File: src/blc_pkg.sv
// shared types and constants for the bit-plane life cell engine
// used by every module under src; depends on nothing
package blc_pkg;

	localparam int DEF_MAX_ROWS = 64;
	localparam int DEF_MAX_COLS = 64;

	localparam int N_PLANES   = 24;
	localparam int RULE_W     = 18;
	localparam int COUNT_W    = 7;
	localparam int COORD_W    = 6;
	localparam int CFG_IDX_W  = 2;
	localparam int NBR_CNT_W  = 4;
	localparam int RULE_IDX_W = 5;
	localparam int POS_W      = 4;

	localparam logic [CFG_IDX_W-1:0] REG_RULE_WORD = 2'd0;
	localparam logic [CFG_IDX_W-1:0] REG_ROW_COUNT = 2'd1;
	localparam logic [CFG_IDX_W-1:0] REG_COL_COUNT = 2'd2;

	localparam logic [RULE_W-1:0]  RULE_RESET  = 18'd6152;
	localparam logic [COUNT_W-1:0] COUNT_RESET = 7'd64;

	localparam logic [RULE_IDX_W-1:0] SURVIVE_OFFSET = 5'd9;

	localparam logic OP_WRITE = 1'b0;
	localparam logic OP_EVAL  = 1'b1;

	// read order: eight neighbours, then the cell itself
	localparam logic [POS_W-1:0] POS_UL   = 4'd0;
	localparam logic [POS_W-1:0] POS_UP   = 4'd1;
	localparam logic [POS_W-1:0] POS_UR   = 4'd2;
	localparam logic [POS_W-1:0] POS_LF   = 4'd3;
	localparam logic [POS_W-1:0] POS_RT   = 4'd4;
	localparam logic [POS_W-1:0] POS_DL   = 4'd5;
	localparam logic [POS_W-1:0] POS_DN   = 4'd6;
	localparam logic [POS_W-1:0] POS_DR   = 4'd7;
	localparam logic [POS_W-1:0] POS_SELF = 4'd8;

	typedef struct packed {
		logic clear;
		logic add;
		logic self_ld;
	} lane_ctl_t;

endpackage

File: src/blc_lane.sv
// one bit-plane lane: neighbour counter, own bit and rule lookup
// depends on blc_pkg
module blc_lane
	import blc_pkg::*;
(
	input  logic              clk,
	input  logic              arst_n,
	input  lane_ctl_t         ctl,
	input  logic              bit_in,
	input  logic [RULE_W-1:0] rule_word,
	output logic              next_bit
);

	logic [NBR_CNT_W-1:0]  count_q;
	logic                  self_q;
	logic [RULE_IDX_W-1:0] rule_idx;

	always_ff @(posedge clk or negedge arst_n) begin
		if (!arst_n) begin
			count_q <= '0;
			self_q  <= 1'b0;
		end else if (ctl.clear) begin
			count_q <= '0;
			self_q  <= 1'b0;
		end else begin
			if (ctl.add && bit_in) begin
				count_q <= count_q + 1'b1;
			end
			if (ctl.self_ld) begin
				self_q <= bit_in;
			end
		end
	end

	// survival half of the rule word sits above the birth half
	assign rule_idx = RULE_IDX_W'(count_q) + (self_q ? SURVIVE_OFFSET : '0);
	assign next_bit = rule_word[rule_idx];

endmodule

File: config.mk
export PLATFORM = sky130hd
export DESIGN_NAME = blc_lane
export DESIGN_NICKNAME = d
export VERILOG_FILES = /design/src/blc_pkg.sv /design/src/blc_lane.sv
export SDC_FILE = /design/constraint.sdc
export NUM_CORES = 1
export LEC_CHECK = 0
export BUFFER_PORTS_ARGS = -buffer_cell sky130_fd_sc_hd__buf_2
export CAP_MARGIN = 5
export CORE_AREA = 2 2 39 41
export DETAILED_ROUTE_END_ITERATION = 7
export DIE_AREA = 0 0 41 43
export PLACE_DENSITY = 0.67
export SLEW_MARGIN = 30
export SYNTH_ARGS = -nofsm -noshare
export SYNTH_HDL_FRONTEND = slang
export SYNTH_SLANG_ARGS = --single-unit
File: constraint.sdc
create_clock -name clk -period 6.8 [get_ports clk]
set_input_delay 2.04 -clock clk [delete_from_list [all_inputs] [get_ports clk]]
set_output_delay 2.04 -clock clk [all_outputs]
set_load 0.01 [all_outputs]
==> flow_summary.json <==
{
  "synth_sequential_area_ratio": 0.253,
  "tritoncts": "built",
  "worst_slew_pin_tran_ns": 0.375,
  "initial_antenna_violation_count": 0,
  "outcome": "finished, final reports clean",
  "post_synthesis_area_per_instance_sq_um": 10.8,
  "worst_skew_pair.late_latency_ns": 0.23,
  "timing_max_transition_violations_final": 0,
  "post_cts_gate_resize_count": 0,
  "row_count": 14,
  "clockRootBuffer": "sky130_fd_sc_hd__clkbuf_4",
  "final.hold.worst_slack_ns": 0.570,
  "detail_route.first_pass.iterations": 2,
  "wire_length_of_the_first_global_routing_pass_mm": 1.68,
  "worst_setup_path_startpoint": "rule_word[3]",
  "final_cell_area_sq_um": 651,
  "critical-path-slowest-cell": "sky130_fd_sc_hd__mux4_2",
  "worst_r2r_path_depth": 3,
  "vdd.ir_drop.worst_mv": 0.0930,
  "synth.lib_cells_used.distinct": 23,
  "place.port_buffers": 24,
  "netlist.top_cell.by_area": "sky130_fd_sc_hd__dfrtp_1",
  "min_path_type": "reg2reg",
  "htree_num_levels": 1,
  "critical_path_most_common_cell": "sky130_fd_sc_hd__buf_2",
  "gr-max-usage-layer": "met2",
  "grtUsageMet3": 0,
  "final_util": 0.470,
  "regToRegEndpoint": "count_q[3]",
  "startpoint_type": "primary input",
  "core_area_sq_um": 1380,
  "yosysWarnings": 0,
  "routed-via-count": 458,
  "hold_path_stages": 2,
  "antennaDiodeCount": 0,
  "place.gp.congestion": 0.681,
  "post_cts.repair.setup_buffers": 0,
  "dpl.hpwl_microns": 901,
  "setup_total_negative_slack_ns": 0,
  "syn-cell-area_sq_um": 495,
  "worst_min_delay_path_endpoint": "count_q[3]",
  "clock_path_buffers": 2,
  "netlist.area_leader.share": 0.253,
  "grt_usage": 0.136,
  "cellPowerDensity_nw_per_um2": 141,
  "chipWidth_microns": 41,
  "maximum_number_of_pins_on_one_net_before_global_route_repair": 7,
  "detail_route.drc_violations": 0,
  "max_freq_mhz": 191,
  "final.period_utilization": 0.769,
  "postRouteWirelength_mm": 1.03,
  "worstSetupEndpointType": "output port",
  "synth_top_cells_by_area": "sky130_fd_sc_hd__dfrtp_1, sky130_fd_sc_hd__mux4_1, sky130_fd_sc_hd__ha_1",
  "layout-drive-gt1-share": 0.438,
  "critical-path-max-stage-delay_ns": 0.44,
  "antenna_left": 0,
  "syn_to_final_growth_pct": 31.3,
  "ys_seq_elements": 5,
  "arrival_ns": 3.19,
  "max-slew-margin-rel": 0.746,
  "setup.worst_path.class": "in2out",
  "synthesis.nets": 74,
  "dieArea_sq_um": 1760,
  "synthCells": 46,
  "shortest_clock_period_the_worst_path_allows_after_layout_ns": 5.23,
  "wl_per_cell_microns": 11.6,
  "clkTransAtPathRegs_ns": 0.04,
  "worstPathRequired_ns": 4.76,
  "globalRouteOverflowTotal": 0,
  "fin_skew_ns": 0.0000356,
  "vias_per_cell": 5.15,
  "number_of_clock_buffers_inserted_by_tritoncts": 3,
  "power.leakage_nw": 0.332,
  "grt_util_met1": 0.138,
  "use_met2": 0.263,
  "io-pin-count": 25,
  "initial_core_util": 0.358,
  "first_global_vias": 486,
  "path_max_fanout": 1,
  "detail_route.iter0.violations": 1,
  "chipHeight_microns": 43,
  "hold_buffer_count_at_cts": 0,
  "rsz_0062_raised_after_global_routing": "no",
  "setup_viol": 0,
  "cells_along_the_critical_path": "buf_2 > mux4_2 > nor4b_1 > a211oi_2 > o32ai_1 > buf_2",
  "crit-reg2reg-launch": "count_q[2]",
  "min-delay-start": "count_q[3]",
  "count_of_max_cap_constraint_violations": 0,
  "place_area_sq_um": 624,
  "regToRegSetupSlack_ns": 5.67,
  "hold_viol_final": 0,
  "clock_sink_count": 5,
  "num-nets-final": 102
}
## area by class of cell
| cell class | count | area (sq um) |
|---|---|---|
| fill | 135 | 733 |
| multi-input combinational | 39 | 355 |
| sequential | 5 | 125 |
| timing repair buffer | 24 | 120 |
| clock buffer | 4 | 26.3 |
| tap | 16 | 20.0 |
| inverter | 1 | 3.75 |
## registers in the layout, summed over array words and instances, names as in the netlist
name / count
count_q: 4
self_q: 1
## worst max path at each step
stage | endpoint | slack (ns) | depth (start not counted)
after floorplan | next_bit | 1.81 | 4
after global placement | next_bit | 1.59 | 6
after detailed placement | next_bit | 1.57 | 6
after CTS | next_bit | 1.56 | 6
after global routing | next_bit | 1.51 | 6
final | next_bit | 1.57 | 6
## per-stage QoR
stage                     std cells  setup slack (ns)   power, W
after floorplan                  46              1.81  0.0000507
after global placement           85              1.59  0.0000594
after detailed placement         85              1.57  0.0000600
after CTS                        89              1.56  0.0000939
after global routing             89              1.51  0.0000993
final                            89              1.57  0.0000915
## per-layer routing
| metal | wire (microns) | up-vias |
|---|---|---|
| li1 | - | 232 |
| met1 | 395 | 210 |
| met2 | 566 | 16 |
| met3 | 67 | 0 |
| met4 | 0 | 0 |
| met5 | 0 | - |
## synth_stat cells (all sizes together)
library cell	n
xor2	3
buf	1
nand3	4
inv	1
a211oi	1
nor2	5
o32ai	1
nor4b	1
o21ai	1
o21bai	1
a21oi	3
xnor2	1
mux4	4
dfrtp	5
or3	1
nand2	3
mux2i	3
a21o	1
and3	2
ha	4
## critical path, delay by kind of cell
family	cells	cell delay, ns
multiplexers	1	0.44
AO/OA/AOI/OAI	2	0.31
buffers and inverters	2	0.24
AND/OR/NAND/NOR	1	0.16
## cells in the final DEF (no fill, tap or decap)
cell	Yosys	layout
sky130_fd_sc_hd__clkbuf_1	0	1
sky130_fd_sc_hd__a21o_1	1	1
sky130_fd_sc_hd__or3_1	1	1
sky130_fd_sc_hd__dfrtp_1	5	5
sky130_fd_sc_hd__ha_1	4	4
sky130_fd_sc_hd__o32ai_1	1	1
sky130_fd_sc_hd__a211oi_2	1	1
sky130_fd_sc_hd__mux4_1	2	2
sky130_fd_sc_hd__xor2_1	2	2
sky130_fd_sc_hd__clkbuf_4	0	3
sky130_fd_sc_hd__o21bai_1	1	1
sky130_fd_sc_hd__o21ai_0	1	1
sky130_fd_sc_hd__xor2_2	1	1
sky130_fd_sc_hd__inv_1	1	1
sky130_fd_sc_hd__buf_2	0	24
sky130_fd_sc_hd__nand2_1	3	3
sky130_fd_sc_hd__and3_2	1	1
sky130_fd_sc_hd__and3_1	1	1
sky130_fd_sc_hd__nand3_1	4	4
sky130_fd_sc_hd__a21oi_1	3	3
sky130_fd_sc_hd__mux4_2	2	2
sky130_fd_sc_hd__mux2i_1	3	3
sky130_fd_sc_hd__nor4b_1	1	1
sky130_fd_sc_hd__xnor2_1	1	1
sky130_fd_sc_hd__nor2_1	5	5
## logic make-up after synthesis
group                    Yosys count  synth area share
AO/OA/AOI/OAI                      8             0.114
XOR/XNOR                           4            0.0859
adder cells (fa/ha/maj)            4             0.101
buffers and inverters              2            0.0303
flip-flops                         5             0.253
multiplexers                       7             0.258
AND/OR/NAND/NOR                   16             0.159
## power by group
part | internal [W] | switching, W
clock network | 0.0000221 | 0.0000103
logic | 0.0000162 | 0.0000106
registers | 0.0000310 | 0.00000134
Power figures use the tool's default switching activity.
