<file path="config.mk">
export PLATFORM = sky130hd
export DESIGN_NAME = blc_out
export DESIGN_NICKNAME = d
export VERILOG_FILES = /design/src/blc_pkg.sv /design/src/blc_out.sv
export SDC_FILE = /design/constraint.sdc
export NUM_CORES = 1
export LEC_CHECK = 0
export BUFFER_PORTS_ARGS = -buffer_cell sky130_fd_sc_hd__buf_2
export CAP_MARGIN = 10
export CORE_ASPECT_RATIO = 0.8
export CORE_MARGIN = 10
export CORE_UTILIZATION = 38
export CTS_CLUSTER_DIAMETER = 120
export CTS_CLUSTER_SIZE = 25
export DETAILED_ROUTE_END_ITERATION = 10
export GPL_ROUTABILITY_DRIVEN = 0
export PLACE_DENSITY = 0.85
export SYNTH_ARGS = -nofsm -noshare
export SYNTH_HDL_FRONTEND = slang
export SYNTH_SLANG_ARGS = --single-unit
export TNS_END_PERCENT = 1
</file>
<file path="constraint.sdc">
create_clock -name clk -period 0.8 [get_ports clk]
set_input_delay 0.04 -clock clk [delete_from_list [all_inputs] [get_ports clk]]
set_output_delay 0.04 -clock clk [all_outputs]
set_load 0.05 [all_outputs]
</file>
<file path="src/blc_pkg.sv">
// shared types and constants for the bit-plane life cell engine
// used by every module under src; depends on nothing
package blc_pkg;

	localparam int DEF_MAX_ROWS = 64;
	localparam int DEF_MAX_COLS = 64;

	localparam int N_PLANES   = 24;
	localparam int RULE_W     = 18;
	localparam int COUNT_W    = 7;
	localparam int COORD_W    = 6;
	localparam int CFG_IDX_W  = 2;
	localparam int NBR_CNT_W  = 4;
	localparam int RULE_IDX_W = 5;
	localparam int POS_W      = 4;

	localparam logic [CFG_IDX_W-1:0] REG_RULE_WORD = 2'd0;
	localparam logic [CFG_IDX_W-1:0] REG_ROW_COUNT = 2'd1;
	localparam logic [CFG_IDX_W-1:0] REG_COL_COUNT = 2'd2;

	localparam logic [RULE_W-1:0]  RULE_RESET  = 18'd6152;
	localparam logic [COUNT_W-1:0] COUNT_RESET = 7'd64;

	localparam logic [RULE_IDX_W-1:0] SURVIVE_OFFSET = 5'd9;

	localparam logic OP_WRITE = 1'b0;
	localparam logic OP_EVAL  = 1'b1;

	// read order: eight neighbours, then the cell itself
	localparam logic [POS_W-1:0] POS_UL   = 4'd0;
	localparam logic [POS_W-1:0] POS_UP   = 4'd1;
	localparam logic [POS_W-1:0] POS_UR   = 4'd2;
	localparam logic [POS_W-1:0] POS_LF   = 4'd3;
	localparam logic [POS_W-1:0] POS_RT   = 4'd4;
	localparam logic [POS_W-1:0] POS_DL   = 4'd5;
	localparam logic [POS_W-1:0] POS_DN   = 4'd6;
	localparam logic [POS_W-1:0] POS_DR   = 4'd7;
	localparam logic [POS_W-1:0] POS_SELF = 4'd8;

	typedef struct packed {
		logic clear;
		logic add;
		logic self_ld;
	} lane_ctl_t;

endpackage

</file>
<file path="src/blc_out.sv">
// merging stage: gathers the lane results into one colour and holds it
// until the receiver takes the transaction; depends on blc_pkg
module blc_out
	import blc_pkg::*;
(
	input  logic                clk,
	input  logic                arst_n,
	input  logic                load,
	input  logic [N_PLANES-1:0] lane_bits,
	input  logic                out_stall,
	output logic                free,
	output logic                out_valid,
	output logic [7:0]          red_out,
	output logic [7:0]          green_out,
	output logic [7:0]          blue_out
);

	logic                valid_q;
	logic [N_PLANES-1:0] color_q;

	assign free = !valid_q || !out_stall;

	always_ff @(posedge clk or negedge arst_n) begin
		if (!arst_n) begin
			valid_q <= 1'b0;
		end else if (load) begin
			valid_q <= 1'b1;
		end else if (!out_stall) begin
			valid_q <= 1'b0;
		end
	end

	always_ff @(posedge clk) begin
		if (load) begin
			color_q <= lane_bits;
		end
	end

	assign out_valid = valid_q;
	assign red_out   = color_q[23:16];
	assign green_out = color_q[15:8];
	assign blue_out  = color_q[7:0];

endmodule

</file>
==> out/metrics.yaml, run 1 <==
sta:
  fin_crit_sh: 1.27
  drv_slew: 0
  tns_ps: -3980
  hold_viol: 0
  fin_ws_ps: -214
  setup_viol: 26
  grt_setup_unrepaired: "true"
  fin_skew_ps: 0
  holdWs_ps: 12.0
  worst_pin_slew_ps: 142
  max_freq_mhz: 987
  slew_headroom: 0.905
  min_period_ps: 1010
die:
  dieArea_um2: 4190
  dieWidth_um: 69.9
  die_h_um: 59.9
  start_util: 0.400
  fp-row-count: 14
  pin_count: 54
  core_um2: 1890
outcome:
  status: "finished, violations left"
  violations: "negative setup slack"
setup_path:
  r2r_start: "out_valid$_DFFE_PN0P_"
  r2r-end: "out_valid$_DFFE_PN0P_"
  reg2reg_slack_ps: 110
  worstPathRequired_ps: 760
  crit_arrival_ps: 970
  ff2ff_path_depth: 1
  cp-start-kind: "flop"
  worst-path-max-fanout: 3
  path_class: "reg2out"
  endpoint_kind: "output pin"
final_layout:
  instances_no_fill: 136
  post-route-util: 0.808
  fin_area_um2: 1530
  num-fill-cells: 88
  syn_to_final_growth_pct: 102
  nets: 140
  drive_gt1_frac: 0.532
logic_synthesis:
  async_flop_share: 0.0400
  syn_area_per_cell_um2: 28.0
  synth_cell_types: 4
  synth_edf_count: 24
  netlist_area_um2: 757
  synthTopCellsByCount: "edfxtp_1 (24), a21o_1 (1), dfrtp_1 (1), nand2_1 (1)"
  yosysTopAreaCellShare: 0.952
  netlist.top_cell.by_area: "edfxtp_1"
  ys_seq_area_frac: 0.985
  synth_area_leaders: "edfxtp_1 (95%), dfrtp_1 (3.3%), a21o_1 (0.99%)"
  synth_cells: 27
  synth_seq_cells: 25
  synth_nets: 55
  yosys_most_used_dff: "edfxtp_1"
  ys_warn_count: 0
  synth.most_common_cell: "edfxtp_1"
clocking:
  clk_latency_ps: 310
  htreeDepth: 1
  path_clk_slew_ps: 140
  cts_sinks: 25
  cts_root_buf: "clkbuf_4"
  numCtsBuffers: 3
  postCtsSetupRepairBufs: 0
  cts_buffer_depth: 2
  cts_tree: "done"
pwr:
  irDropWorstVdd_v: 0.00162
  p_leak_nw: 0.650
  power.density_nw_per_um2: 1980
  power_mw: 3.02
global_routing:
  antenna_found_initial: 0
  grt_pass1_vias: 706
  gr-total-overflow: 0
  grt_max_degree: 26
  grt_pass1_wl_um: 4460
  grt_usage: 0.145
placed_design:
  post_dp_cell_area_um2: 1080
  port_buffers: 53
  preCtsSetupSlack_ps: 60.9
  dp_cells: 105
min_path:
  min_path_type: "in2async"
route:
  drc: 0
  num_vias: 610
  ant_nets: 0
  drt_pass1_iterations: 4
  drt_iter0_markers: 55
  viasPerCell: 4.49
  post_drt_wl_per_cell_um: 21.9
  drt_wl_total_um: 2980
run:
  drv_cap: 0
## layout by cell type (no fill, tap or decap)
cell type,netlist,layout
buf_4,0,1
dfrtp_2,0,1
dlygate4sd3_1,0,26
edfxtp_1,24,24
buf_12,0,1
nand2_2,0,1
buf_2,0,27
clkbuf_4,0,3
buf_6,0,24
buf_8,0,1
clkbuf_1,0,1
a21o_1,1,1
diode_2,0,1
## worst max path at each step
stage                               start                     to  cells past startpoint
global placement    out_valid$_DFFE_PN0P_                   free                      2
finish              out_valid$_DFFE_PN0P_                   free                      2
CTS                 out_valid$_DFFE_PN0P_                   free                      2
global route        out_valid$_DFFE_PN0P_                   free                      2
detailed placement  out_valid$_DFFE_PN0P_                   free                      2
floorplan           out_valid$_DFFE_PN0P_  out_valid$_DFFE_PN0P_                      1
## routing by layer
metal / GRT usage / wire [um] / share of wire
met2: 0.283 / 1760 / 0.59
met3: 0.0265 / 131 / 0.044
met1: 0.144 / 1010 / 0.34
met5: 0 / 0 / 0
met4: 0.0787 / 69 / 0.023
## sequential cells by signal, indices dropped and copies added (netlist names)
register   count
color_q       24
out_valid      1
## area by class of cell
class / instances / area (um2) / area share
sequential: 25 / 747 / 0.489
clock buffer: 4 / 26.3 / 0.0172
antenna: 1 / 2.50 / 0.00164
multi-input combinational: 2 / 13.8 / 0.00901
tap: 24 / 30.0 / 0.0197
timing repair buffer: 80 / 708 / 0.464
## cells by family after synthesis
| kind of cell | synth area share |
|---|---|
| AO/OA/AOI/OAI | 0.00992 |
| AND/OR/NAND/NOR | 0.00495 |
| flip-flops | 0.985 |
## power by group
group	total [mW]	switching (mW)	leakage (nW)	internal, mW
Sequential	1.61	0.0585	0.245	1.55
Clock	0.584	0.389	0.0150	0.195
Combinational	0.825	0.492	0.390	0.333
## worst max-delay path, stage by stage, from the launching register on
cell	delay [ps]
dfrtp_2	450
nand2_2	70
buf_8	140
## timing repair
action | in CTS | in global routing
endpoints found under the hold margin | 26 | 1
hold buffers | 25 | 1
setup endpoints to repair | 26 | 26
resized for setup | 52 | 0
(Power assumes the default switching activity.)
==> inputs of run 2 (changes only) <==
==> constraint.sdc (replaced) <==
create_clock -name clk -period 1 [get_ports clk]
set_input_delay 0.05 -clock clk [delete_from_list [all_inputs] [get_ports clk]]
set_output_delay 0.05 -clock clk [all_outputs]
set_load 0.05 [all_outputs]
==> out/metrics.yaml, run 2 (synthesized netlist as in run 1, its figures left out) <==
route:
  viasPerCell: 4.38  # -2.4%
  drt_wl_total_um: 2590  # -13%
  drt_iter0_markers: 38  # -31%
  ant_nets: 0  # unchanged
  drt_pass1_iterations: 4  # unchanged
  drc: 0  # unchanged
  num_vias: 591  # -3.1%
  post_drt_wl_per_cell_um: 19.2  # -12%
global_routing:
  grt_pass1_wl_um: 3580  # -20%
  grt_pass1_vias: 624  # -12%
  grt_max_degree: 26  # unchanged
  antenna_found_initial: 0  # unchanged
  grt_usage: 0.115  # -0.0292
  gr-total-overflow: 0  # unchanged
clocking:
  cts_root_buf: "clkbuf_4"
  cts_tree: "done"
  numCtsBuffers: 3  # unchanged
  postCtsSetupRepairBufs: 0  # unchanged
  clk_latency_ps: 320  # about the same
  path_clk_slew_ps: 130  # about the same
  cts_buffer_depth: 2  # unchanged
  htreeDepth: 1  # unchanged
  cts_sinks: 25  # unchanged
sta:
  drv_slew: 0  # unchanged
  grt_setup_unrepaired: "true"
  min_period_ps: 1020
  max_freq_mhz: 984
  setup_viol: 3  # -88%
  fin_ws_ps: -16.5  # +197 ps
  tns_ps: -29.6  # +3950 ps
  slew_headroom: 0.820  # -0.0850
  hold_viol: 0  # unchanged
  fin_skew_ps: 0  # unchanged
  fin_crit_sh: 1.02
  worst_pin_slew_ps: 271  # +129 ps
outcome:
  violations: "negative setup slack"
  status: "finished, violations left"
final_layout:
  num-fill-cells: 117  # +33%
  nets: 140  # unchanged
  mostFrequentLayoutCell: "buf_2"
  max_flop_register: "color_q"
  diodes: 0  # -1
  post-route-util: 0.752  # -0.0556
  final_cell_mix: "buf_2 (39), dlygate4sd3_1 (26), edfxtp_1 (24)"
  drive_gt1_frac: 0.523  # -0.00901
  syn_to_final_growth_pct: 87.9
  largest_reg_flops: 24  # unchanged
pwr:
  power_mw: 2.30  # -24%
  switching_share: 0.306  # -0.00598
  clkPwrFrac: 0.191  # -0.002
  seq_power_share: 0.552  # +0.019
  p_leak_nw: 0.616  # -5.1%
  irDropWorstVdd_v: 0.000878  # -46%
  power.density_nw_per_um2: 1620  # -18%
  p_sw_uw: 704  # -25%
  power.internal_mw: 1.60  # -23%
  power_frac_comb: 0.257  # -0.016
run:
  drv_cap: 0  # unchanged
setup_path:
  endpoint_kind: "output pin"
  worst-path-max-fanout: 3  # unchanged
  cp-startpoint: "out_valid$_DFFE_PN0P_"
  r2r_start: "out_valid$_DFFE_PN0P_"
  cp-start-kind: "flop"
  crit_arrival_ps: 970  # about the same
  worstPathRequired_ps: 950  # +190 ps
  path_class: "reg2out"
die:
  core_um2: 1890  # unchanged
  dieArea_um2: 4190  # unchanged
  die_h_um: 59.9  # unchanged
  start_util: 0.400  # unchanged
  pin_count: 54  # unchanged
  dieWidth_um: 69.9  # unchanged
  fp-row-count: 14  # unchanged
min_path:
  min_path_type: "in2async"
placed_design:
  port_buffers: 53  # unchanged
  preCtsSetupSlack_ps: 245  # +184 ps
[run 2: metrics by stage]
step / hold WS (ps) / std cells / area (um2)
floorplan: -246 / 27 / 759
global placement: -176 / 105 / 1070
detailed placement: -173 / 105 / 1070
CTS: 13.8 / 135 / 1380
global route: 15.1 / 135 / 1420
finish: 23.5 / 135 / 1420
[run 2: area by class of cell]
| cell class | count | area, um2 | area share |
|---|---|---|---|
| clock buffers | 4 | 26.3 | 0.0185 |
| repair buffers | 80 | 607 | 0.427 |
| flip-flops and latches | 25 | 746 | 0.524 |
| well taps | 24 | 30.0 | 0.0211 |
| multi-input cells | 2 | 13.8 | 0.00967 |
[run 2: repair_timing]
| action | 4_1_cts | 5_1_grt |
|---|---|---|
| hold endpoints to repair | 26 | 0 |
| endpoints found under the setup margin | 4 | 23 |
| resized for setup | 6 | 25 |
| hold buffers | 26 | 0 |
| gates cloned | 0 | 0 |
[run 2: power groups by stage]
| stage | clock, mW | combinational (mW) | sequential (mW) |
|---|---|---|---|
| finish | 0.441 | 0.592 | 1.27 |
| global route | 0.498 | 0.612 | 1.28 |
| CTS | 0.443 | 0.564 | 1.26 |
| detailed placement | 0 | 0.471 | 1.28 |
| global placement | 0 | 0.463 | 1.28 |
| floorplan | 0 | 0.0140 | 1.57 |
[run 2: layer usage]
layer / GRT usage / part of all wire
met3: 0.0464 / 0.077
met5: 0 / 0
met2: 0.192 / 0.55
met4: 0.0758 / 0.022
met1: 0.121 / 0.35
[run 2: worst paths after layout]
kind	endpoint	cells past startpoint	slack, ps
hold / removal	out_valid$_DFFE_PN0P_	2	20
setup / recovery	free	2	-20
max in group asynchronous	out_valid$_DFFE_PN0P_	2	900
min in group clk	out_valid$_DFFE_PN0P_	3	130
setup reg to reg	out_valid$_DFFE_PN0P_	1	320
hold reg to reg	out_valid$_DFFE_PN0P_	1	540
[run 2: worst max-delay path, stage by stage (launching register included)]
cell,delay (ps)
dfrtp_1,420
nand2_2,80
buf_8,140
==> inputs of run 3 (changes only) <==
--- a/config.mk
+++ b/config.mk
@@ -9,12 +9,13 @@
 export CAP_MARGIN = 10
 export CORE_ASPECT_RATIO = 0.8
 export CORE_MARGIN = 10
-export CORE_UTILIZATION = 38
+export CORE_UTILIZATION = 35
 export CTS_CLUSTER_DIAMETER = 120
 export CTS_CLUSTER_SIZE = 25
 export DETAILED_ROUTE_END_ITERATION = 10
 export GPL_ROUTABILITY_DRIVEN = 0
-export PLACE_DENSITY = 0.85
+export PLACE_DENSITY = 0.8
+export SKIP_LAST_GASP = 1
 export SYNTH_ARGS = -nofsm -noshare
 export SYNTH_HDL_FRONTEND = slang
 export SYNTH_SLANG_ARGS = --single-unit
==> out/metrics.yaml, run 3 (synthesized netlist as in run 1, its figures left out) <==
pwr:
  clkPwrFrac: 0.188  # -0.003
  p_sw_uw: 665  # -5.6%
  irDropWorstVdd_v: 0.00128  # +46%
  power.density_nw_per_um2: 1620  # -0.13%
  p_leak_nw: 0.603  # -2.3%
  seq_power_share: 0.565  # +0.013
  power_frac_comb: 0.247  # -0.010
  switching_share: 0.299  # -0.00671
  power.internal_mw: 1.56  # -2.5%
setup_path:
  r2r-end: "out_valid$_DFFE_PN0P_"
  reg2reg_slack_ps: 310  # about the same
  crit_arrival_ps: 960  # about the same
  worstPathRequired_ps: 950  # about the same
  r2r_start: "out_valid$_DFFE_PN0P_"
  worst-path-max-fanout: 3  # unchanged
  cp-startpoint: "out_valid$_DFFE_PN0P_"
  ff2ff_path_depth: 1  # unchanged
  cp-start-kind: "flop"
  path_class: "reg2out"
  endpoint_kind: "output pin"
route:
  drc: 0  # unchanged
  post_drt_wl_per_cell_um: 14.9  # -22%
  drt_pass1_iterations: 4  # unchanged
  drt_wl_total_um: 2020  # -22%
  num_vias: 550  # -6.9%
  drt_iter0_markers: 8  # -79%
  viasPerCell: 4.07  # -6.9%
  ant_nets: 0  # unchanged
placed_design:
  port_buffers: 53  # unchanged
  preCtsSetupSlack_ps: 256  # +10.4 ps
clocking:
  htreeDepth: 1  # unchanged
  cts_tree: "done"
  numCtsBuffers: 3  # unchanged
  postCtsSetupRepairBufs: 0  # unchanged
  cts_root_buf: "clkbuf_4"
  cts_sinks: 25  # unchanged
  cts_buffer_depth: 2  # unchanged
  clk_latency_ps: 300  # -20 ps
  path_clk_slew_ps: 120  # about the same
final_layout:
  multi_input_area_um2: 13.8  # unchanged
  mostFrequentLayoutCell: "buf_2"
  seqCellArea_um2: 746  # unchanged
  post-route-util: 0.701  # -0.0511
  diodes: 0  # unchanged
  num-fill-cells: 140  # +20%
  drive_gt1_frac: 0.532  # +0.00901
  max_flop_register: "color_q"
  nets: 140  # unchanged
  largest_reg_flops: 24  # unchanged
  syn_to_final_growth_pct: 81.7
  final_cell_mix: "buf_2 (51), dlygate4sd3_1 (26), edfxtp_1 (24)"
global_routing:
  antenna_found_initial: 0  # unchanged
  grt_pass1_vias: 611  # -2.1%
  grt_pass1_wl_um: 3160  # -12%
  gr-total-overflow: 0  # unchanged
  grt_max_degree: 26  # unchanged
  grt_usage: 0.0932  # -0.0222
die:
  dieArea_um2: 4430  # +5.9%
  dieWidth_um: 72.0  # +3.0%
  fp-row-count: 14  # unchanged
  core_um2: 1960  # +3.7%
  pin_count: 54  # unchanged
  die_h_um: 61.6  # +2.8%
  start_util: 0.386  # -0.0143
sta:
  fin_crit_sh: 1.01  # -0.00678
  slew_headroom: 0.828  # +0.00753
  worst_pin_slew_ps: 260  # -11.4 ps
  grt_setup_unrepaired: "true"
  tns_ps: -9.72  # +19.8 ps
  setup_viol: 1  # -2
  min_period_ps: 1010  # -6.78 ps
  fin_ws_ps: -9.72  # +6.78 ps
  hold_viol: 0  # unchanged
  fin_skew_ps: 0  # unchanged
  max_freq_mhz: 990  # +0.67%
  drv_slew: 0  # unchanged
min_path:
  min_path_type: "in2async"
run:
  drv_cap: 0  # unchanged
outcome:
  violations: "negative setup slack"
  status: "finished, violations left"
[run 3: cell count changes in the layout (fill, tap and decap cells not counted), sizes merged]
cell | before | now
clkinv | 0 | 1
clkbuf | 4 | 3
[run 3: worst max-delay path: stages (launching register included)]
cell     delay, ps
dfrtp_1        430
nand2_2         80
buf_8          140
[run 3: worst max-delay path by stage]
stage,slack [ps],end,cells past startpoint
after CTS,-50,free,2
after detailed placement,260,free,2
after global placement,270,free,2
after floorplan,20,free,1
after global routing,-80,free,2
final,-10,free,2
[run 3: area by class of cell]
class | count | area share
repair buffers | 80 | 0.406
well taps | 24 | 0.0218
clock buffers | 3 | 0.0164
clock inverters | 1 | 0.00364
flip-flops and latches | 25 | 0.542
multi-input cells | 2 | 0.0100
[run 3: stage by stage]
step	instance area, um2	total power, mW	std cells	hold WS [ps]
global placement	1070	1.74	105	-175
floorplan	759	1.59	27	-246
finish	1380	2.22	135	38.4
detailed placement	1070	1.75	105	-174
global route	1380	2.33	135	25.3
CTS	1370	2.25	135	6.03
[run 3: power by group through the flow]
| stage | clock network (mW) | logic [mW] | registers, mW |
|---|---|---|---|
| final | 0.418 | 0.551 | 1.26 |
| after global routing | 0.493 | 0.577 | 1.26 |
| after CTS | 0.447 | 0.551 | 1.26 |
| after detailed placement | 0 | 0.469 | 1.28 |
| after global placement | 0 | 0.464 | 1.28 |
| after floorplan | 0 | 0.0140 | 1.57 |
[run 3: repair_timing]
item / 4_1_cts / 5_1_grt
gates resized for setup: 2 / 2
hold buffers: 26 / 0
setup endpoints to repair: 3 / 26
hold endpoints to repair: 26 / 0
[run 3: per-layer routing]
layer  wire length [um]  vias up  global-route usage
li1                   -      275                   -
met1                595      248              0.0822
met2               1200       24               0.180
met3                210        3              0.0595
met4                  9        0              0.0165
met5                  0        -                   0
