### src/blc_pkg.sv
// shared types and constants for the bit-plane life cell engine
// used by every module under src; depends on nothing
package blc_pkg;

	localparam int DEF_MAX_ROWS = 64;
	localparam int DEF_MAX_COLS = 64;

	localparam int N_PLANES   = 24;
	localparam int RULE_W     = 18;
	localparam int COUNT_W    = 7;
	localparam int COORD_W    = 6;
	localparam int CFG_IDX_W  = 2;
	localparam int NBR_CNT_W  = 4;
	localparam int RULE_IDX_W = 5;
	localparam int POS_W      = 4;

	localparam logic [CFG_IDX_W-1:0] REG_RULE_WORD = 2'd0;
	localparam logic [CFG_IDX_W-1:0] REG_ROW_COUNT = 2'd1;
	localparam logic [CFG_IDX_W-1:0] REG_COL_COUNT = 2'd2;

	localparam logic [RULE_W-1:0]  RULE_RESET  = 18'd6152;
	localparam logic [COUNT_W-1:0] COUNT_RESET = 7'd64;

	localparam logic [RULE_IDX_W-1:0] SURVIVE_OFFSET = 5'd9;

	localparam logic OP_WRITE = 1'b0;
	localparam logic OP_EVAL  = 1'b1;

	// read order: eight neighbours, then the cell itself
	localparam logic [POS_W-1:0] POS_UL   = 4'd0;
	localparam logic [POS_W-1:0] POS_UP   = 4'd1;
	localparam logic [POS_W-1:0] POS_UR   = 4'd2;
	localparam logic [POS_W-1:0] POS_LF   = 4'd3;
	localparam logic [POS_W-1:0] POS_RT   = 4'd4;
	localparam logic [POS_W-1:0] POS_DL   = 4'd5;
	localparam logic [POS_W-1:0] POS_DN   = 4'd6;
	localparam logic [POS_W-1:0] POS_DR   = 4'd7;
	localparam logic [POS_W-1:0] POS_SELF = 4'd8;

	typedef struct packed {
		logic clear;
		logic add;
		logic self_ld;
	} lane_ctl_t;

endpackage

### src/blc_mod.sv
// restoring remainder unit: coordinate modulo grid size, one bit per cycle
// depends on blc_pkg
module blc_mod
	import blc_pkg::*;
(
	input  logic               clk,
	input  logic               arst_n,
	input  logic               start,
	input  logic [COORD_W-1:0] dividend,
	input  logic [COUNT_W-1:0] divisor,
	output logic               busy,
	output logic [COORD_W-1:0] remainder
);

	localparam int STEP_W = $clog2(COORD_W + 1);

	logic [COORD_W-1:0] rem_q;
	logic [COORD_W-1:0] dvd_q;
	logic [STEP_W-1:0]  step_q;
	logic               busy_q;
	logic [COUNT_W-1:0] trial;

	assign trial = {rem_q, dvd_q[COORD_W-1]};

	always_ff @(posedge clk or negedge arst_n) begin
		if (!arst_n) begin
			busy_q <= 1'b0;
			step_q <= '0;
		end else if (start) begin
			busy_q <= 1'b1;
			step_q <= STEP_W'(COORD_W);
		end else if (busy_q) begin
			step_q <= step_q - 1'b1;
			if (step_q == STEP_W'(1)) begin
				busy_q <= 1'b0;
			end
		end
	end

	always_ff @(posedge clk) begin
		if (start) begin
			rem_q <= '0;
			dvd_q <= dividend;
		end else if (busy_q) begin
			dvd_q <= {dvd_q[COORD_W-2:0], 1'b0};
			// remainder stays below the divisor, so it fits the coordinate width
			if (trial >= divisor) begin
				rem_q <= COORD_W'(trial - divisor);
			end else begin
				rem_q <= COORD_W'(trial);
			end
		end
	end

	assign busy      = busy_q;
	assign remainder = rem_q;

endmodule

### config.mk
export PLATFORM = sky130hd
export DESIGN_NAME = blc_mod
export DESIGN_NICKNAME = d
export VERILOG_FILES = /design/src/blc_pkg.sv /design/src/blc_mod.sv
export SDC_FILE = /design/constraint.sdc
export NUM_CORES = 1
export LEC_CHECK = 0
export BUFFER_PORTS_ARGS = -buffer_cell sky130_fd_sc_hd__buf_2
export CAP_MARGIN = 20
export CORE_MARGIN = 10
export CORE_UTILIZATION = 45
export DETAILED_ROUTE_END_ITERATION = 12
export PLACE_DENSITY = 0.66
export SETUP_SLACK_MARGIN = 0.02
export SYNTH_ARGS = -nofsm -noshare
export SYNTH_HDL_FRONTEND = slang
export SYNTH_SLANG_ARGS = --single-unit
### constraint.sdc
create_clock -name clk -period 1.9 [get_ports clk]
set_input_delay 0.285 -clock clk [delete_from_list [all_inputs] [get_ports clk]]
set_output_delay 0.285 -clock clk [all_outputs]
set_load 0.005 [all_outputs]
==> flow_metrics.env, run 1 <==
export IMPL_async_flop_share_pct=25.0
export IMPL_rrSetupSlack_ns=0.05
export IMPL_port_buffers=22
export IMPL_min_path_cells=2
export IMPL_r2r_end="remainder[5]"
export IMPL_die_area_sq_um=4700
export IMPL_hpwl_microns=1890
export IMPL_drc=0
export IMPL_r2r_start="remainder[0]"
export IMPL_antenna_left=0
export IMPL_leakagePower_nw=0.638
export IMPL_hold_class="input pin to register"
export IMPL_finClkSkew_ns=0.00195
export IMPL_period_needed_ns=1.85
export IMPL_synth_seq_area_share_pct=37.7
export IMPL_wire_per_inst_microns=14.2
export IMPL_crit_path_max_incr_delay_ns=0.49
export IMPL_clockRootBuffer="clkbuf_4"
export IMPL_grt_overflow=0
export IMPL_die_h_microns=68.6
export IMPL_path_clk_slew_ns=0.09
export IMPL_run_status="completed"
export IMPL_worst_slack_ns=0.0525
export IMPL_grt_start_max_net_pins=22
export IMPL_slew_violations=0
export IMPL_max_freq_ghz=0.541
export IMPL_maxCapViolations=0
export IMPL_rsz0062_at_grt="yes"
export IMPL_insertion_delay_ns=0.28
export IMPL_synthTopCellsByArea="edfxtp_1, ha_1, dfxtp_1"
export IMPL_syn_inst=109
export IMPL_whs_ns=0.282
export IMPL_path_buf_inv=0
export IMPL_grt_total_usage_pct=10.7
export IMPL_irDropWorstVdd_v=0.000516
export IMPL_routabilityCongestion=0.779
export IMPL_worstPathRequired_ns=2.09
export IMPL_ctsHtreeMaxLevel=1
export IMPL_crit_path_end_kind="register"
export IMPL_crit_slowest_cell="or4b_1"
export IMPL_final_area_sq_um=1350
export IMPL_synth_top_area_cell="edfxtp_1"
export IMPL_diodes=0
export IMPL_synth_avg_cell_area_sq_um=9.73
export IMPL_hold_viol=0
export IMPL_min_from="dividend[0]"
export IMPL_rows=17
export IMPL_vias=871
export IMPL_nets=170
export IMPL_grt_antenna_before_repair=0
export IMPL_grt_pass1_vias=881
export IMPL_critPathTopFamily="simple AND/OR/NAND/NOR gates"
export IMPL_setup_violations=0
export IMPL_synth_cell_types=33
export IMPL_synth_top_cells_by_count="inv_1, nor2_1, ha_1"
export IMPL_area_delta_synth_final_pct=27.4
export IMPL_crit_type="register to register"
export IMPL_power_density_nw_per_um2=785
export IMPL_ys_flop_type="edfxtp_1"
export IMPL_synth_nets=136
export IMPL_min_period_over_period_pct=97.2
export IMPL_clkSinkCount=16
export IMPL_worstRegToRegCells=6
export IMPL_ios=23
export IMPL_cts_tree="built"
export IMPL_synth_top_area_share_pct=17.0
export IMPL_slew_headroom_pct=66.0
export IMPL_pre_cts_slack_ns=-0.0314
export IMPL_core_area_sq_um=2230
export IMPL_placed_cell_area_sq_um=1260
export IMPL_cp_cell_sequence="ha_1 > nand2b_4 > a21oi_2 > or4b_1 > a41o_1 > a311oi_2"
export IMPL_cts_path_max_buffers=2
export IMPL_total_power_mw=1.06
export IMPL_drtIter0Drc=21
export IMPL_start_kind="register"
export IMPL_wl_microns=2420
export IMPL_drt_first_pass_iters=4
export IMPL_syn_area_sq_um=1060
export IMPL_via_per_inst=5.12
export IMPL_cp_arrival_ns=2.04
export IMPL_yosysWarningCount=0
export IMPL_grt_pass1_wl_microns=3970
export IMPL_crit_fanout=4
export IMPL_start_util_pct=47.5
export IMPL_yosys_register_bits=16
export IMPL_die_w_microns=68.6
export IMPL_worst_pin_slew_ns=0.510
export IMPL_synth_edf_count=6
export IMPL_utilization_pct=60.5
export IMPL_cts_made_buffers=3
export IMPL_hold_path_end="dvd_q[0]"
export IMPL_drive_gt1_share_pct=38.0
## registers in the layout, indices dropped and copies added, names as in the netlist
register,cells
busy,1
step_q,3
remainder,6
dvd_q,6
## layout by cell type, fill, tap and decap left out, types with 3 or more instances in the layout
| master | count |
|---|---|
| a211oi_1 | 3 |
| a21oi_1 | 6 |
| buf_2 | 22 |
| buf_4 | 10 |
| clkbuf_4 | 3 |
| dfrtp_1 | 4 |
| dfxtp_1 | 4 |
| edfxtp_1 | 6 |
| ha_1 | 8 |
| inv_1 | 10 |
| mux2_2 | 5 |
| mux2i_1 | 3 |
| nand2_1 | 6 |
| nand2b_1 | 4 |
| nor2_1 | 11 |
| or4b_1 | 3 |
## stage by stage
step           setup TNS, ns  cells
2_1_floorplan              0    109
3_3_place_gp         -0.0165    164
3_5_place_dp         -0.0314    164
4_1_cts                    0    169
5_1_grt              -0.0729    170
6_report                   0    170
## how the worst max path moves through the flow
stage / slack, ns / to / depth (start not counted) / from
6_report: 0.05 / remainder[5] / 6 / remainder[0]
5_1_grt: -0.05 / remainder[5] / 6 / remainder[0]
4_1_cts: 0.03 / remainder[5] / 7 / dvd_q[5]
3_5_place_dp: -0.03 / remainder[5] / 8 / divisor[1]
3_3_place_gp: -0.02 / remainder[5] / 8 / divisor[1]
2_1_floorplan: 0.12 / remainder[5] / 6 / remainder[1]
## layer usage
layer / vias up / global-route usage (%) / routed length (microns)
li1: 446 / - / -
met4: 0 / 4.27 / 16
met1: 413 / 13.3 / 1090
met5: - / 0 / 0
met2: 10 / 17.7 / 1210
met3: 2 / 2.09 / 113
## cell families after synthesis
family / after synthesis / synth area share [%]
AND/OR/NAND/NOR: 33 / 17.1
AO/OA/AOI/OAI: 22 / 14.7
flip-flops: 16 / 37.7
buffers and inverters: 15 / 5.31
adder cells (fa/ha/maj): 11 / 13.7
multiplexers: 8 / 8.14
XOR/XNOR: 4 / 3.30
## timing repair
action,4_1_cts,5_1_grt
pin swaps,1,5
buffers inserted,0,1
hold buffers,1,0
resized for setup,0,11
hold endpoints to repair,4,0
setup endpoints to repair,1,6
## power by group
| group | switching, mW | internal, mW |
|---|---|---|
| clock | 0.105 | 0.0761 |
| sequential | 0.0346 | 0.405 |
| combinational | 0.216 | 0.225 |
| total | 0.355 | 0.706 |
## worst reg2reg max path: stages (launching register included)
cell	delay (ns)
dfxtp_2	0.35
ha_1	0.32
nand2b_4	0.09
a21oi_2	0.06
or4b_1	0.49
a41o_1	0.24
a311oi_2	0.20
## layout make-up
cell class	instances	area (sq um)
Multi-Input combinational cell	78	651
Inverter	11	41.3
Timing Repair Buffer	33	195
Clock buffer	3	22.5
Tap cell	28	35.0
Sequential cell	16	403
Clock inverter	1	3.75
Fill cell	199	882
(Power assumes the default switching activity.)
==> run 2, diff against run 1 <==
Settings changed: MAX_ROUTING_LAYER set to met4, SLEW_MARGIN set to 25.
Clock period 1.9 ns to 2.3 ns, I/O delays scaled along.
==> flow_metrics.env, run 2 (same netlist as run 1, synthesis figures left out) <==
export IMPL_grt_overflow=0
export IMPL_port_buffers=22
export IMPL_hold_viol=0
export IMPL_max_freq_ghz=0.506
export IMPL_diodes=0
export IMPL_multi_input_area_sq_um=604
export IMPL_drive_gt1_share_pct=25.8
export IMPL_utilization_pct=55.0
export IMPL_slew_headroom_pct=57.6
export IMPL_core_area_sq_um=2230
export IMPL_start_kind="register"
export IMPL_insertion_delay_ns=0.28
export IMPL_min_path_cells=2
export IMPL_startpoint="dvd_q[5]"
export IMPL_cp_cell_sequence="inv_1 > ha_1 > fa_1 > nand2b_1 > a21oi_1 > xor2_1 > mux2i_1 > a211oi_1"
export IMPL_hpwl_microns=1740
export IMPL_vias=851
export IMPL_antenna_left=0
export IMPL_crit_path_max_incr_delay_ns=0.40
export IMPL_r2r_start="dvd_q[5]"
export IMPL_cts_tree="built"
export IMPL_setup_violations=0
export IMPL_pre_cts_slack_ns=0.278
export IMPL_layout_common_cells="buf_2, inv_1, nor2_1, ha_1, a21oi_1"
export IMPL_area_delta_synth_final_pct=15.7
export IMPL_clkSinkCount=16
export IMPL_cts_resized=0
export IMPL_drc=0
export IMPL_setup_tns_final_ns=0
export IMPL_drt_first_pass_iters=4
export IMPL_die_w_microns=68.6
export IMPL_worst_pin_slew_ns=0.637
export IMPL_grt_start_max_net_pins=23
export IMPL_irDropWorstVdd_v=0.000369
export IMPL_grt_antenna_before_repair=0
export IMPL_nets=160
export IMPL_leakagePower_nw=0.586
export IMPL_drtIter0Drc=32
export IMPL_period_needed_ns=1.98
export IMPL_post_cts_buffers=0
export IMPL_cts_made_buffers=3
export IMPL_crit_type="register to register"
export IMPL_ctsHtreeMaxLevel=1
export IMPL_cp_arrival_ns=2.16
export IMPL_grt_pass1_vias=855
export IMPL_rows=17
export IMPL_rsz0062_at_grt="no"
export IMPL_dp_cells=155
export IMPL_slew_violations=0
export IMPL_path_clk_slew_ns=0.09
export IMPL_ios=23
export IMPL_hold_class="input pin to register"
export IMPL_register_area_sq_um=400
export IMPL_wire_per_inst_microns=13.8
export IMPL_crit_fanout=2
export IMPL_finClkSkew_ns=0.00203
export IMPL_worstRegToRegCells=8
export IMPL_clockRootBuffer="clkbuf_4"
export IMPL_grt_pass1_wl_microns=3710
export IMPL_cts_path_max_buffers=2
export IMPL_routabilityCongestion=0.885
export IMPL_crit_path_end_kind="register"
export IMPL_min_from="dividend[0]"
export IMPL_wl_microns=2210
export IMPL_maxCapViolations=0
export IMPL_via_per_inst=5.32
export IMPL_fillers=229
export IMPL_start_util_pct=47.5
export IMPL_crit_slowest_cell="fa_1"
export IMPL_run_status="completed"
export IMPL_worstPathRequired_ns=2.49
export IMPL_worst_slack_ns=0.324
export IMPL_final_cells=160
export IMPL_grt_total_usage_pct=10.4
export IMPL_die_area_sq_um=4700
export IMPL_die_h_microns=68.6
export IMPL_whs_ns=0.347
export IMPL_final_common_cell="buf_2"
export IMPL_power_density_nw_per_um2=651
export IMPL_min_period_over_period_pct=85.9
run 2: changes by cell type in the layout (fill, tap and decap cells not counted), sizes merged:
| cell | delta |
|---|---|
| buf | -10 |
run 2: final timing paths:
| kind | end | slack, ns |
|---|---|---|
| hold reg to reg | remainder[3] | 0.53 |
| min in group asynchronous | step_q[2] | 0.39 |
| setup reg to reg | remainder[4] | 0.32 |
| setup / recovery | remainder[4] | 0.32 |
| max in group asynchronous | step_q[0] | 1.79 |
| hold / removal | dvd_q[0] | 0.35 |
run 2: timing repair:
item                                   in CTS  in global routing
setup endpoints to repair                   0                  0
endpoints found under the hold margin       4                  0
hold buffers                                1                  0
run 2: report_power, final:
part / switching [mW] / leakage [nW] / internal [mW]
clock network: 0.0849 / 0.0154 / 0.0629
logic: 0.150 / 0.415 / 0.138
registers: 0.0308 / 0.156 / 0.333
total: 0.265 / 0.586 / 0.533
run 2: layer usage:
metal	vias up	track usage (%)	wire, microns
li1	427	-	-
met2	18	17.9	1140
met3	2	1.61	95
met5	-	-	0
met4	0	5.03	17
met1	404	11.4	956
run 2: layout make-up:
| type | instances | area share, % |
|---|---|---|
| repair buffers | 23 | 9.79 |
| inverters | 11 | 3.36 |
| multi-input cells | 78 | 49.2 |
| well taps | 28 | 2.85 |
| clock buffers | 3 | 1.83 |
| flip-flops and latches | 16 | 32.6 |
| clock inverters | 1 | 0.306 |
run 2: metrics by stage:
| stage | area (sq um) | total power [mW] |
|---|---|---|
| detailed placement | 1190 | 0.658 |
| floorplan | 1060 | 0.573 |
| finish | 1230 | 0.799 |
| global route | 1230 | 0.862 |
| global placement | 1190 | 0.648 |
| CTS | 1230 | 0.811 |
run 2: critical path, delay by kind of cell, from the launching register on:
family,cells,cell delay [ns]
AO/OA/AOI/OAI,2,0.43
XOR/XNOR,1,0.18
adder cells (fa/ha/maj),2,0.59
buffers and inverters,1,0.06
flip-flops,1,0.36
multiplexers,1,0.09
AND/OR/NAND/NOR,1,0.17
==> run 3, diff against run 2 <==
Settings changed: CORE_ASPECT_RATIO set to 1.25, PLACE_DENSITY 0.66 to not set, PLACE_DENSITY_LB_ADDON set to 0.08, SLEW_MARGIN 25 to 30.
==> flow_metrics.env, run 3 (same netlist as run 1, synthesis figures left out) <==
export IMPL_p_int_mw=0.534
export IMPL_combPwrFrac_pct=36.0
export IMPL_worst_slack_ns=0.364
export IMPL_rsz0062_at_grt="no"
export IMPL_wl_microns=2100
export IMPL_rows=19
export IMPL_power_frac_clock_pct=18.5
export IMPL_dp_cells=158
export IMPL_antenna_left=0
export IMPL_drive_gt1_share_pct=25.8
export IMPL_diodes=0
export IMPL_core_area_sq_um=2230
export IMPL_vias=840
export IMPL_grtUsageMet2_pct=18.3
export IMPL_max_freq_ghz=0.516
export IMPL_grt_overflow=0
export IMPL_wire_per_inst_microns=12.9
export IMPL_grt_total_usage_pct=9.76
export IMPL_hold_class="input pin to register"
export IMPL_grt_antenna_before_repair=0
export IMPL_maxCapViolations=0
export IMPL_power_density_nw_per_um2=646
export IMPL_gr_max_usage_layer="met2"
export IMPL_die_w_microns=63.4
export IMPL_insertion_delay_ns=0.28
export IMPL_pre_cts_slack_ns=0.275
export IMPL_grt_start_max_net_pins=23
export IMPL_die_area_sq_um=4710
export IMPL_crit_type="register to register"
export IMPL_hpwl_microns=1670
export IMPL_final_common_cell="buf_2"
export IMPL_irDropWorstVdd_v=0.000416
export IMPL_routabilityCongestion=0.716
export IMPL_grt_pass1_wl_microns=3670
export IMPL_start_util_pct=47.5
export IMPL_fillers=234
export IMPL_ctsHtreeMaxLevel=1
export IMPL_p_sw_mw=0.262
export IMPL_area_delta_synth_final_pct=16.0
export IMPL_start_kind="register"
export IMPL_cts_made_buffers=3
export IMPL_finClkSkew_ns=0.00348
export IMPL_seq_power_share_pct=45.5
export IMPL_utilization_pct=55.1
export IMPL_cts_tree="built"
export IMPL_crit_path_end_kind="register"
export IMPL_final_cells=163
export IMPL_grt_util_met1_pct=9.28
export IMPL_layout_common_cells="buf_2, inv_1, nor2_1, ha_1, a21oi_1"
export IMPL_cts_path_max_buffers=2
export IMPL_port_buffers=22
export IMPL_grt_pass1_vias=869
export IMPL_cts_resized=0
export IMPL_nets=160
export IMPL_rrSetupSlack_ns=0.36
export IMPL_period_needed_ns=1.94
export IMPL_run_status="completed"
export IMPL_path_clk_slew_ns=0.09
export IMPL_drc=0
export IMPL_worst_pin_slew_ns=0.641
export IMPL_cp_arrival_ns=2.14
export IMPL_crit_fanout=2
export IMPL_ios=23
export IMPL_via_per_inst=5.15
export IMPL_drtIter0Drc=24
export IMPL_min_period_over_period_pct=84.2
export IMPL_setup_tns_final_ns=0
export IMPL_total_power_mw=0.795
export IMPL_slew_headroom_pct=57.3
export IMPL_hold_viol=0
export IMPL_worstPathRequired_ns=2.50
export IMPL_clkSinkCount=16
export IMPL_met3_usage_pct=2.40
export IMPL_setup_violations=0
export IMPL_drt_first_pass_iters=3
export IMPL_die_h_microns=74.3
export IMPL_slew_violations=0
export IMPL_leakagePower_nw=0.586
export IMPL_p_sw_share_pct=32.9
export IMPL_clockRootBuffer="clkbuf_4"
==> run 3: cell counts in the layout (fill, tap and decap cells not counted) <==
No cell type changed its count.
==> run 3: per-layer routing <==
metal | share of wire, % | up-vias | routed length (microns)
li1 | - | 431 | -
met1 | 43 | 397 | 908
met2 | 53 | 10 | 1120
met3 | 3.3 | 2 | 70
met4 | 0.38 | 0 | 8
met5 | 0 | - | 0
==> run 3: timing repair <==
action,in CTS,in global routing
setup buffers,0,0
hold endpoints to repair,4,0
hold buffers,1,0
==> run 3: final timing paths <==
path / end / from / depth (start not counted)
setup / recovery: remainder[4] / dvd_q[5] / 8
hold / removal: dvd_q[0] / dividend[0] / 2
max in group asynchronous: step_q[2] / arst_n / 2
hold reg to reg: remainder[4] / remainder[4] / 2
min in group asynchronous: busy / arst_n / 2
setup reg to reg: remainder[4] / dvd_q[5] / 8
==> run 3: worst max-delay path, cell delays in order, from the launching register on <==
cell      delay, ns
edfxtp_1       0.37
inv_1          0.07
ha_1           0.19
fa_1           0.42
nand2b_1       0.18
a21oi_1        0.16
xor2_1         0.17
mux2i_1        0.09
a211oi_1       0.22
==> run 3: cell type report <==
| class | count | area, sq um | share of cell area [%] |
|---|---|---|---|
| Multi-Input combinational cell | 78 | 604 | 49.1 |
| Sequential cell | 16 | 400 | 32.5 |
| Timing Repair Buffer | 23 | 120 | 9.76 |
| Inverter | 11 | 41.3 | 3.35 |
| Tap cell | 31 | 38.8 | 3.15 |
| Clock buffer | 3 | 22.5 | 1.83 |
| Clock inverter | 1 | 3.75 | 0.305 |
==> run 3: metrics by stage <==
stage          hold WS [ns]  instance area, sq um
6_report              0.342                  1230
5_1_grt               0.334                  1230
4_1_cts               0.332                  1230
3_5_place_dp          0.159                  1190
3_3_place_gp          0.156                  1190
2_1_floorplan        0.0494                  1060
==> run 3: power by group through the flow <==
stage          Clock (mW)  Sequential, mW  Combinational, mW
2_1_floorplan           0           0.362              0.211
4_1_cts             0.156           0.362              0.292
3_3_place_gp            0           0.367              0.281
6_report            0.147           0.361              0.286
5_1_grt             0.167           0.368              0.329
3_5_place_dp            0           0.369              0.287
